## config.mk

```make
export PLATFORM = sky130hd
export DESIGN_NAME = fnv1_hash_with_modulo
export DESIGN_NICKNAME = d
export VERILOG_FILES = /design/src/sv/fnv_pkg.sv /design/src/sv/fnv_rem.sv /design/src/sv/fnv1_hash_with_modulo.sv
export SDC_FILE = /design/constraint.sdc
export NUM_CORES = 1
export LEC_CHECK = 0
export ABC_AREA = 1
export BUFFER_PORTS_ARGS = -buffer_cell sky130_fd_sc_hd__clkbuf_2
export CAP_MARGIN = 20
export CORE_ASPECT_RATIO = 0.8
export CORE_UTILIZATION = 40
export DETAILED_ROUTE_END_ITERATION = 16
export GPL_ROUTABILITY_DRIVEN = 1
export REMOVE_ABC_BUFFERS = 1
export SYNTH_ARGS = -nofsm -noshare
export SYNTH_HDL_FRONTEND = slang
export SYNTH_SLANG_ARGS = --single-unit
```

## constraint.sdc

```tcl
create_clock -name clk -period 3.9 [get_ports clk]
set_input_delay 0.39 -clock clk [delete_from_list [all_inputs] [get_ports clk]]
set_output_delay 0.39 -clock clk [all_outputs]
set_load 0.01 [all_outputs]
```

## src/sv/fnv_pkg.sv

```systemverilog
// Shared types, constants and hash step function for the FNV-1 hash block.
`default_nettype none
package fnv_pkg;

    localparam int HASH_W    = 32;
    localparam int BUCKET_W  = 31;
    localparam int BYTE_W    = 8;
    localparam int STEP_CNT_W = $clog2(HASH_W);
    localparam int PADDR_W   = 3;
    localparam int PDATA_W   = 32;

    localparam logic [HASH_W-1:0] FNV_PRIME = 32'd16777619;
    localparam logic [HASH_W-1:0] FNV_BASIS = 32'd2166136261;

    localparam logic [STEP_CNT_W-1:0] STEP_LAST = STEP_CNT_W'(HASH_W - 1);

    localparam logic REG_BUCKET_COUNT = 1'b0;

    typedef enum logic [1:0] {
        ST_IDLE,
        ST_REDUCE,
        ST_FINISH
    } state_t;

    typedef struct packed {
        logic load;
        logic step;
    } rem_ctrl_t;

    // The prime is 2^24 + 2^8 + 2^7 + 2^4 + 2^1 + 2^0, so the product is a sum of shifts.
    function automatic logic [HASH_W-1:0] fnv_step(
        input logic [HASH_W-1:0] hash,
        input logic [BYTE_W-1:0] data
    );
        logic [HASH_W-1:0] prod;
        prod = (hash << 24) + (hash << 8) + (hash << 7) + (hash << 4) + (hash << 1) + hash;
        return prod ^ {{(HASH_W-BYTE_W){1'b0}}, data};
    endfunction

endpackage
`default_nettype wire

```

## src/sv/fnv_rem.sv

```systemverilog
// Iterative restoring remainder unit, one quotient bit per cycle.
`default_nettype none
module fnv_rem
(
    input  wire logic                           clk,
    input  wire logic                           rst_n,
    input  wire fnv_pkg::rem_ctrl_t             ctrl,
    input  wire logic [fnv_pkg::HASH_W-1:0]     dividend,
    input  wire logic [fnv_pkg::BUCKET_W-1:0]   divisor,
    output logic [fnv_pkg::HASH_W-1:0]          remainder
);

    logic [fnv_pkg::BUCKET_W-1:0] rem_reg;
    logic [fnv_pkg::BUCKET_W-1:0] rem_next;
    logic [fnv_pkg::HASH_W-1:0]   dvd_reg;
    logic [fnv_pkg::HASH_W-1:0]   dvd_next;
    logic [fnv_pkg::HASH_W-1:0]   trial;
    logic [fnv_pkg::HASH_W-1:0]   divisor_ext;
    logic [fnv_pkg::HASH_W-1:0]   diff;

    assign trial       = {rem_reg, dvd_reg[fnv_pkg::HASH_W-1]};
    assign divisor_ext = {1'b0, divisor};
    assign diff        = trial - divisor_ext;

    always_comb
    begin
        rem_next = rem_reg;
        dvd_next = dvd_reg;
        if (ctrl.load)
        begin
            rem_next = '0;
            dvd_next = dividend;
        end
        else if (ctrl.step)
        begin
            if (trial >= divisor_ext)
            begin
                rem_next = diff[fnv_pkg::BUCKET_W-1:0];
            end
            else
            begin
                rem_next = trial[fnv_pkg::BUCKET_W-1:0];
            end
            dvd_next = {dvd_reg[fnv_pkg::HASH_W-2:0], 1'b0};
        end
    end

    always_ff @(posedge clk or negedge rst_n)
    begin
        if (!rst_n)
        begin
            rem_reg <= '0;
            dvd_reg <= '0;
        end
        else
        begin
            rem_reg <= rem_next;
            dvd_reg <= dvd_next;
        end
    end

    assign remainder = {1'b0, rem_reg};

endmodule
`default_nettype wire

```

## src/sv/fnv1_hash_with_modulo.sv

```systemverilog
// Top level of the FNV-1 32-bit hash with bucket reduction and its sequencer.
// A byte that is not the last of its message is folded into the hash, one per cycle while the sequencer is idle.
// A last byte with bucket_count zero gives its result in the cycle after acceptance.
// Otherwise the remainder unit is loaded, ST_REDUCE runs its restoring steps and ST_FINISH
// registers the remainder as the result; the input stalls meanwhile.
// Reset loads the offset basis, clears bucket_count and drops all valid flags.
`default_nettype none
module fnv1_hash_with_modulo
(
    input  wire logic                             clk,
    input  wire logic                             rst_n,
    input  wire logic                             psel,
    input  wire logic                             penable,
    input  wire logic                             pwrite,
    input  wire logic [fnv_pkg::PADDR_W-1:0]      paddr,
    input  wire logic [fnv_pkg::PDATA_W-1:0]      pwdata,
    output logic [fnv_pkg::PDATA_W-1:0]           prdata,
    output logic                                  pready,
    input  wire logic                             in_valid,
    output logic                                  in_stall,
    input  wire logic [fnv_pkg::BYTE_W-1:0]       data_byte,
    input  wire logic                             last_byte,
    output logic                                  out_valid,
    input  wire logic                             out_stall,
    output logic [fnv_pkg::HASH_W-1:0]            hash_value
);

    fnv_pkg::state_t                 state_reg;
    fnv_pkg::state_t                 state_next;
    logic [fnv_pkg::HASH_W-1:0]      hash_reg;
    logic [fnv_pkg::HASH_W-1:0]      hash_next;
    logic [fnv_pkg::BUCKET_W-1:0]    bucket_count_reg;
    logic [fnv_pkg::STEP_CNT_W-1:0]  cnt_reg;
    logic [fnv_pkg::STEP_CNT_W-1:0]  cnt_next;
    logic                            out_valid_reg;
    logic                            out_valid_next;
    logic [fnv_pkg::HASH_W-1:0]      out_reg;
    logic [fnv_pkg::HASH_W-1:0]      out_next;
    logic [fnv_pkg::HASH_W-1:0]      step_hash;
    logic [fnv_pkg::HASH_W-1:0]      remainder;
    fnv_pkg::rem_ctrl_t              rem_ctrl;
    logic                            in_accept;
    logic                            cfg_write;

    assign pready    = 1'b1;
    assign cfg_write = psel & penable & pwrite;

    always_ff @(posedge clk or negedge rst_n)
    begin
        if (!rst_n)
        begin
            bucket_count_reg <= '0;
        end
        else if (cfg_write && paddr[2] == fnv_pkg::REG_BUCKET_COUNT)
        begin
            bucket_count_reg <= pwdata[fnv_pkg::BUCKET_W-1:0];
        end
    end

    always_comb
    begin
        if (paddr[2] == fnv_pkg::REG_BUCKET_COUNT)
        begin
            prdata = {1'b0, bucket_count_reg};
        end
        else
        begin
            prdata = '0;
        end
    end

    assign step_hash = fnv_pkg::fnv_step(hash_reg, data_byte);
    assign in_stall  = (state_reg != fnv_pkg::ST_IDLE) | (out_valid_reg & last_byte);
    assign in_accept = in_valid & ~in_stall;

    always_comb
    begin
        state_next     = state_reg;
        hash_next      = hash_reg;
        cnt_next       = cnt_reg;
        out_next       = out_reg;
        out_valid_next = out_valid_reg;
        rem_ctrl.load  = 1'b0;
        rem_ctrl.step  = 1'b0;

        if (out_valid_reg && !out_stall)
        begin
            out_valid_next = 1'b0;
        end

        case (state_reg)
            fnv_pkg::ST_IDLE:
            begin
                if (in_accept)
                begin
                    if (!last_byte)
                    begin
                        hash_next = step_hash;
                    end
                    else
                    begin
                        hash_next = fnv_pkg::FNV_BASIS;
                        if (bucket_count_reg == '0)
                        begin
                            out_next       = step_hash;
                            out_valid_next = 1'b1;
                        end
                        else
                        begin
                            rem_ctrl.load = 1'b1;
                            cnt_next      = '0;
                            state_next    = fnv_pkg::ST_REDUCE;
                        end
                    end
                end
            end
            fnv_pkg::ST_REDUCE:
            begin
                rem_ctrl.step = 1'b1;
                cnt_next      = cnt_reg + 1'b1;
                if (cnt_reg == fnv_pkg::STEP_LAST)
                begin
                    state_next = fnv_pkg::ST_FINISH;
                end
            end
            fnv_pkg::ST_FINISH:
            begin
                out_next       = remainder;
                out_valid_next = 1'b1;
                state_next     = fnv_pkg::ST_IDLE;
            end
            default:
            begin
                state_next = fnv_pkg::ST_IDLE;
            end
        endcase
    end

    always_ff @(posedge clk or negedge rst_n)
    begin
        if (!rst_n)
        begin
            state_reg     <= fnv_pkg::ST_IDLE;
            hash_reg      <= fnv_pkg::FNV_BASIS;
            cnt_reg       <= '0;
            out_valid_reg <= 1'b0;
        end
        else
        begin
            state_reg     <= state_next;
            hash_reg      <= hash_next;
            cnt_reg       <= cnt_next;
            out_valid_reg <= out_valid_next;
        end
    end

    always_ff @(posedge clk)
    begin
        out_reg <= out_next;
    end

    fnv_rem u_rem
    (
        .clk       (clk),
        .rst_n     (rst_n),
        .ctrl      (rem_ctrl),
        .dividend  (step_hash),
        .divisor   (bucket_count_reg),
        .remainder (remainder)
    );

    assign out_valid  = out_valid_reg;
    assign hash_value = out_reg;

endmodule
`default_nettype wire

```

==> metrics, run 1 <==
status finished, violations left; failing checks negative setup slack; GPL Wtd Cong 0.957; First DRT Iteration DRCs 1,261; CTS root buffer clkbuf_16; count of cell types in the netlist 43; H-Tree Depth 4; Worst Hold Margin 0.0550 ns; Tcrit/Tclk final 103%; I/O pin count 118; IO buf count 112; data required time at the worst endpoint 4.11 ns; Setup Viol. Count Final 24; Vias/cell 5.00; ANT nets after route 0; Maximum Capacitance Violations 0; most frequent cell after synthesis nand2_1; Routed wire per std cell 16.9 µm; vias in the first global route 12,600; final non-filler cell total 2,676; CP cell instances clkinvlp_4, buf_12, fa_1, inv_2, fa_1, inv_2, fa_1, inv_2, ha_4, nand2_8, nor3_4, nand4_1, nand3_1, nand2_2, nand3_2, nand2_1; clk buf depth 2; Via Count 13,400; Seq cells post-synth 166; Critical path origin hash_reg[2]$_DFFE_PN1P_; Final WS setup -0.100 ns; hpwl dp 35,600 µm; Max Fclk 250 MHz; initial antenna violation count 0; Reg-to-Reg Start hash_reg[2]$_DFFE_PN1P_; clock slew at reported path FFs 0.07 ns; CTS tree yes; Relative slew margins 34.0%; first-pass GRT wire length 70,300 µm; flop2flop setup slack -0.10 ns; Critical Path Source Type register; # nets final 2,414; crit-path max cell delay 0.56 ns; Final min period 4.00 ns; Synth area leader dfrtp_1; cell area after synthesis 14,100 µm²; clk sinks 166; endpoint kind of the worst setup timing path register; RSZ-0062 raised after global routing true; DRT Wirelength 45,200 µm; cts hold-fix bufs 0; hold crit path type input port to async pin; top-area cell type share of the netlist area 21.2%; Arr. time, crit path 4.21 ns; Ant. Diodes 0; Total GRT Usage 25.7%; Worst-Margin Slew 0.990 ns; Initial Util 40.6%; grt ovf 0; cell at the slowest stage of the critical path dfstp_2; Die X-Extent 212 µm; Mapped Cells 1,938; Max Slew Vio Count 0; Area Growth Syn to Fin 29.9%; Die Y-Extent 170 µm; Async S/R FF share, synth 80.7%; Final Hold Fails 0; Syn Area/Cell 7.30 µm²; DRT Pass-1 Iters 5; CTS Buf Count 17; Post-synth EDFFs 32; largest net degree at the start of global routing 99; Setup Crit Path Kind register to register; share of the yosys chip area belonging to registers 30.6%; clock latency on the worst-skew pair 0.46 ns; ys flop type dfrtp_1; core area 34,800 µm²; site row count 61; final setup skew 0.0114 ns; Yosys warnings 0; cell total after placement 2,629; number of remaining DRC errors 0; Die ar. 36,100 µm²; Critical Path Fanout Max 4; top post-synthesis cells by count 561 x nand2_1, 345 x inv_1, 200 x nor2_1, 129 x nand3_1, 120 x dfrtp_1; layout cells sized above 1 28.2%; Area contributors post-synth dfrtp_1 21%, nand2_1 15%, fa_1 12%, inv_1 9.2%, ha_1 8.0%
worst max-delay path, delay by kind of cell (launching register included):
family	cells	cell delay, ns
fa+ha+maj	4	1.82
buf+inv	5	0.43
flops	1	0.56
simple gates	7	0.95
worst paths after layout:
check | to | cells past startpoint
min in group clk | out_valid$_DFF_PN0_ | 3
setup reg to reg | hash_value[27]$_DFFE_PP_ | 16
max in group asynchronous | hash_reg[2]$_DFFE_PN1P_ | 2
setup / recovery | hash_value[27]$_DFFE_PP_ | 16
hold reg to reg | cnt_reg[4]$_DFFE_PN0P_ | 2
hold / removal | bucket_count_reg[28]$_DFFE_PN0P_ | 1
cells in the final DEF (no fill, tap or decap), drive strengths merged, types with 14 or more instances in the layout:
| master | synthesis | layout |
|---|---|---|
| dfrtp | 120 | 120 |
| buf | 16 | 166 |
| xnor2 | 25 | 25 |
| nor2 | 207 | 207 |
| a21oi | 86 | 86 |
| ha | 90 | 90 |
| dfstp | 14 | 14 |
| nand4 | 34 | 34 |
| nand2 | 571 | 571 |
| clkbuf | 27 | 129 |
| xor2 | 19 | 19 |
| nand3 | 138 | 138 |
| inv | 357 | 359 |
| o21ai | 59 | 59 |
| edfxtp | 32 | 32 |
| fa | 82 | 82 |
layer usage:
| layer | up-vias | part of all wire, % | routed length [µm] | global-route usage (%) |
|---|---|---|---|---|
| li1 | 6528 | - | - | - |
| met1 | 6432 | 49 | 22300 | 40.0 |
| met2 | 386 | 42 | 18800 | 36.1 |
| met3 | 45 | 7.6 | 3440 | 5.06 |
| met4 | 0 | 1.5 | 690 | 5.94 |
| met5 | - | 0 | 0 | 0 |
what timing repair did:
action / CTS / global route
pin swaps: 89 / 86
gates resized for setup: 178 / 186
endpoints found under the setup margin: 65 / 66
buffers inserted: 7 / 12
per-stage QoR:
step	worst slack [ns]	setup TNS (ns)	utilization [%]	cell area, µm²
2_1_floorplan	0.0211	0	-	13900
3_3_place_gp	-0.393	-8.52	46.6	16200
3_5_place_dp	-0.399	-9.94	46.6	16200
4_1_cts	-0.00875	-0.0173	50.4	17500
5_1_grt	-0.235	-5.88	52.8	18400
6_report	-0.100	-1.16	52.8	18400
logic make-up (layout without fill, tap and decap cells):
group           after synthesis  count (layout)  share of synthesized area (%)
simple gates                979             979                           29.2
buf+inv                     402             668                           11.1
compound gates              173             173                           6.76
fa+ha+maj                   172             172                           19.6
flops                       166             166                           30.6
xor+xnor                     44              44                           2.72
other cells                   2               2                         0.0531
final cells by class:
class | count | area, µm²
Clock inverter | 14 | 153
Tap cell | 472 | 591
Timing Repair Buffer | 277 | 1920
Fill cell | 3362 | 16400
Clock buffer | 18 | 429
Sequential cell | 166 | 4330
Inverter | 359 | 1370
Multi-Input combinational cell | 1370 | 9590
Power of run 1 is not shown: default switching activity piles up to over one toggle a cycle in this logic, so the estimate is an artifact.
==> run 2: changes to the inputs <==
- PLACE_DENSITY_LB_ADDON: default -> 0.05
- clock period: 3.9 -> 4.15 ns (I/O delays scaled with it)
==> run 2 against run 1 <==
Net effect: the run now ends clean; die area unchanged; clock skew is 0.0015 ns lower; critical path depth is 1 higher; first-iteration DRC count decreased by 31%; flip-flop and latch count is the same; cell count shrank 2.1%; non-clock buffer count shrank 57; maximum frequency shrank 1.9%; wire length barely moved; critical endpoint unchanged.
==> metrics, run 2 (synthesized netlist as in run 1, its figures left out) <==
Max Fclk 245 MHz; ANT nets after route 0; Maximum Capacitance Violations 0; CTS Buf Count 17; Via Count 13,000; clk buf depth 2; vias in the first global route 12,000; cell at the slowest stage of the critical path dfstp_2; Die X-Extent 212 µm; Final Hold Fails 0; Setup Viol. Count Final 0; largest net degree at the start of global routing 77; RSZ-0062 raised after global routing true; core area 34,800 µm²; layout filler cell count 3,546; final setup skew 0.00982 ns; GPL Wtd Cong 0.969; Area Growth Syn to Fin 22.2%; Arr. time, crit path 4.28 ns; most frequent cells in the layout 530 x nand2_1, 317 x inv_1, 174 x nor2_1, 120 x dfrtp_1, 114 x nand3_1; Vias/cell 4.95; initial antenna violation count 0; clock slew at reported path FFs 0.07 ns; data required time at the worst endpoint 4.35 ns; H-Tree Depth 4; final instance area 17,300 µm²; pre-CTS WS -0.141 ns; grt ovf 0; Die Y-Extent 170 µm; Die ar. 36,100 µm²; Routed wire per std cell 17.3 µm; clk sinks 166; First DRT Iteration DRCs 870; # nets final 2,357; DRT Wirelength 45,200 µm; endpoint kind of the worst setup timing path register; Critical Path Fanout Max 4; register area 4330 µm²; CTS tree yes; Tcrit/Tclk final 98.2%; commonest non-fill, non-tap cell in the layout nand2_1; layout cells sized above 1 21.6%; Worst-Margin Slew 0.966 ns; area of the multi-input gates 9000 µm²; Initial Util 40.6%; Critical Path Source Type register; final non-filler cell total 2,619; cts hold-fix bufs 0; DRT Pass-1 Iters 6; status complete, no violations; Setup Crit Path Kind register to register; hold crit path type input port to async pin; IO buf count 112; Total GRT Usage 25.5%; crit-path max cell delay 0.55 ns; CP cell instances inv_2, fa_1, inv_1, fa_1, inv_1, fa_1, inv_1, ha_4, nand2_4, nor2_4, inv_2, nor3_4, nand4_1, nand3_1, nand2_2, nand3_2, nand2_2; post-place instance area 15,800 µm²; number of remaining DRC errors 0; Ant. Diodes 0; CTS root buffer clkbuf_16; I/O pin count 118; Relative slew margins 35.2%; first-pass GRT wire length 69,200 µm; cell total after placement 2,573; site row count 61; Final min period 4.08 ns; hpwl dp 36,200 µm; Final WS setup 0.0737 ns; clock latency on the worst-skew pair 0.45 ns; Max Slew Vio Count 0
-- run 2: changes by cell type in the layout (fill, tap and decap cells not counted), sizes merged --
cell / delta
bufinv: -2
clkinv: +3
clkinvlp: -1
clkbuf: +6
buf: -57
inv: -6
-- run 2: final timing paths --
kind	start	to	cells after the start	slack [ns]
max	hash_reg[12]$_DFFE_PN1P_	hash_value[27]$_DFFE_PP_	17	0.07
min	rst_n	hash_reg[5]$_DFFE_PN0P_	1	0.03
max reg2reg	hash_reg[12]$_DFFE_PN1P_	hash_value[27]$_DFFE_PP_	17	0.07
min reg2reg	cnt_reg[4]$_DFFE_PN0P_	cnt_reg[4]$_DFFE_PN0P_	2	0.48
max in group asynchronous	rst_n	hash_reg[31]$_DFFE_PN1P_	2	3.23
min in group clk	out_stall	out_valid$_DFF_PN0_	3	0.20
-- run 2: timing repair --
| item | 4_1_cts | 5_1_grt |
|---|---|---|
| setup endpoints to repair | 27 | 63 |
| gates resized for setup | 31 | 169 |
| buffers inserted | 0 | 15 |
| pin swaps | 3 | 74 |
-- run 2: worst max-delay path: cells and delay by family, from the launching register on --
kind                       cells  cell delay [ns]
adders and majority gates      4             1.91
and+or+nand+nor                8             1.04
DFF                            1             0.55
buffers and inverters          5             0.31
-- run 2: metal layers --
metal / part of all wire, % / global-route usage (%) / vias up / wire length (µm)
li1: - / - / 6409 / -
met1: 53 / 40.8 / 6233 / 23800
met2: 40 / 34.6 / 308 / 18200
met3: 6.4 / 5.91 / 20 / 2880
met4: 0.82 / 3.94 / 0 / 369
met5: 0 / 0 / - / 0
-- run 2: layout make-up --
| type | instances | area share (%) |
|---|---|---|
| multi-input cells | 1370 | 52.0 |
| flip-flops and latches | 166 | 25.1 |
| repair buffers | 220 | 8.16 |
| inverters | 359 | 7.90 |
| well taps | 472 | 3.42 |
| clock buffers | 24 | 3.09 |
| clock inverters | 8 | 0.347 |
-- run 2: through the flow --
stage	hold WS (ns)	setup TNS [ns]	utilization [%]
2_1_floorplan	0.119	0	-
3_3_place_gp	0.460	-0.698	45.4
3_5_place_dp	0.469	-1.04	45.4
4_1_cts	0.0505	-0.0465	47.5
5_1_grt	0.0730	-0.363	49.7
6_report	0.0261	0	49.7
Power of run 2 is left out for the same reason.
==> run 3: changes to the inputs <==
- PLACE_DENSITY_LB_ADDON: 0.05 -> 0.2
==> run 3 against run 2 <==
Net effect: core utilization is 0.88 points higher; register-to-register slack worse by 0.02 ns; clock skew is 0.0044 ns higher; sequential share of layout area is 0.44 points lower.
==> metrics, run 3 (synthesized netlist as in run 1, its figures left out) <==
pre-CTS WS -0.164 ns; endpoint kind of the worst setup timing path register; final non-filler cell total 2,635; most frequent cells in the layout 526 x nand2_1, 318 x inv_1, 169 x nor2_1, 120 x dfrtp_1, 113 x buf_4; data required time at the worst endpoint 4.49 ns; I/O pin count 118; status complete, no violations; Total GRT Usage 25.8%; Worst Hold Margin 0.00330 ns; Final WS setup 0.0509 ns; largest net degree at the start of global routing 81; grt ovf 0; Vias/cell 4.97; hold crit path type input port to async pin; vias in the first global route 12,400; Initial Util 40.6%; GPL Wtd Cong 0.923; hpwl dp 35,800 µm; Routed wire per std cell 17.2 µm; DRT Wirelength 45,300 µm; DRT Pass-1 Iters 5; Max Fclk 244 MHz; Tcrit/Tclk final 98.8%; flop2flop setup slack 0.05 ns; ANT nets after route 0; Via Count 13,100; Arr. time, crit path 4.44 ns; CTS Buf Count 17; final setup skew 0.0142 ns; Die X-Extent 212 µm; core area 34,800 µm²; first-pass GRT wire length 70,300 µm; Die Y-Extent 170 µm; CTS tree yes; Max Slew Vio Count 0; Maximum Capacitance Violations 0; cts hold-fix bufs 0; Critical Path Fanout Max 5; Ant. Diodes 0; Critical Path Source Type register; H-Tree Depth 4; clk sinks 166; clk buf depth 2; Worst-Margin Slew 0.847 ns; # nets final 2,373; initial antenna violation count 0; clock slew at reported path FFs 0.08 ns; site row count 61; Area Growth Syn to Fin 24.4%; Setup Viol. Count Final 0; number of remaining DRC errors 0; Final Hold Fails 0; CTS root buffer clkbuf_16; cell total after placement 2,587; IO buf count 112; clock latency on the worst-skew pair 0.46 ns; Die ar. 36,100 µm²; commonest non-fill, non-tap cell in the layout nand2_1; First DRT Iteration DRCs 1,139; RSZ-0062 raised after global routing true; Relative slew margins 43.5%; layout cells sized above 1 23.1%; Setup Crit Path Kind register to register; Final min period 4.10 ns
run 3: metal layers:
metal  global-route usage, %  part of all wire, %  vias to the layer above
li1                        -                    -                     6453
met1                    40.7                   51                     6274
met2                    35.9                   41                      341
met3                    4.76                  6.6                       29
met4                    5.60                  1.1                        0
met5                       0                    0                        -
run 3: worst paths after layout:
kind	from	endpoint	cells past startpoint
min in group clk	out_stall	out_valid$_DFF_PN0_	3
setup reg to reg	hash_reg[18]$_DFFE_PN1P_	u_rem.dvd_reg[27]$_DFFE_PN0P_	18
hold reg to reg	u_rem.dvd_reg[14]$_DFFE_PN0P_	u_rem.dvd_reg[14]$_DFFE_PN0P_	2
max in group asynchronous	rst_n	hash_reg[0]$_DFFE_PN1P_	2
setup / recovery	hash_reg[18]$_DFFE_PN1P_	u_rem.dvd_reg[27]$_DFFE_PN0P_	18
hold / removal	rst_n	bucket_count_reg[28]$_DFFE_PN0P_	1
run 3: area by class of cell:
type | instances | area (µm²)
clock buffers | 18 | 439
clock inverters | 14 | 244
fillers | 3514 | 17200
inverters | 359 | 1370
multi-input cells | 1370 | 9040
flip-flops and latches | 166 | 4330
well taps | 472 | 591
repair buffers | 236 | 1580
run 3: through the flow:
step                      utilization, %  instance area, µm²  setup TNS [ns]
after floorplan                        -               13900               0
after global placement              45.7               15900          -0.495
after detailed placement            45.7               15900          -0.820
after CTS                           48.1               16700        -0.00426
after global routing                50.6               17600          -0.765
final                               50.6               17600               0
run 3: repair_timing:
| action | in CTS | in global routing |
|---|---|---|
| setup buffers | 3 | 13 |
| resized for setup | 28 | 199 |
| endpoints found under the hold margin | 0 | 0 |
| setup endpoints to repair | 18 | 60 |
| cloned | 0 | 0 |
| pin swaps | 10 | 79 |
run 3: critical path, stage by stage, from the launching register on:
cell	delay, ns
dfstp_2	0.56
clkinvlp_4	0.14
fa_1	0.53
inv_2	0.05
fa_1	0.55
inv_2	0.04
fa_1	0.56
inv_2	0.06
ha_4	0.31
buf_4	0.13
nand2_4	0.07
buf_6	0.12
nor3_4	0.12
nand4_1	0.21
nand3_1	0.16
nand2_2	0.09
buf_6	0.13
nand3_4	0.06
nand3_2	0.08
Power of run 3 is left out for the same reason.
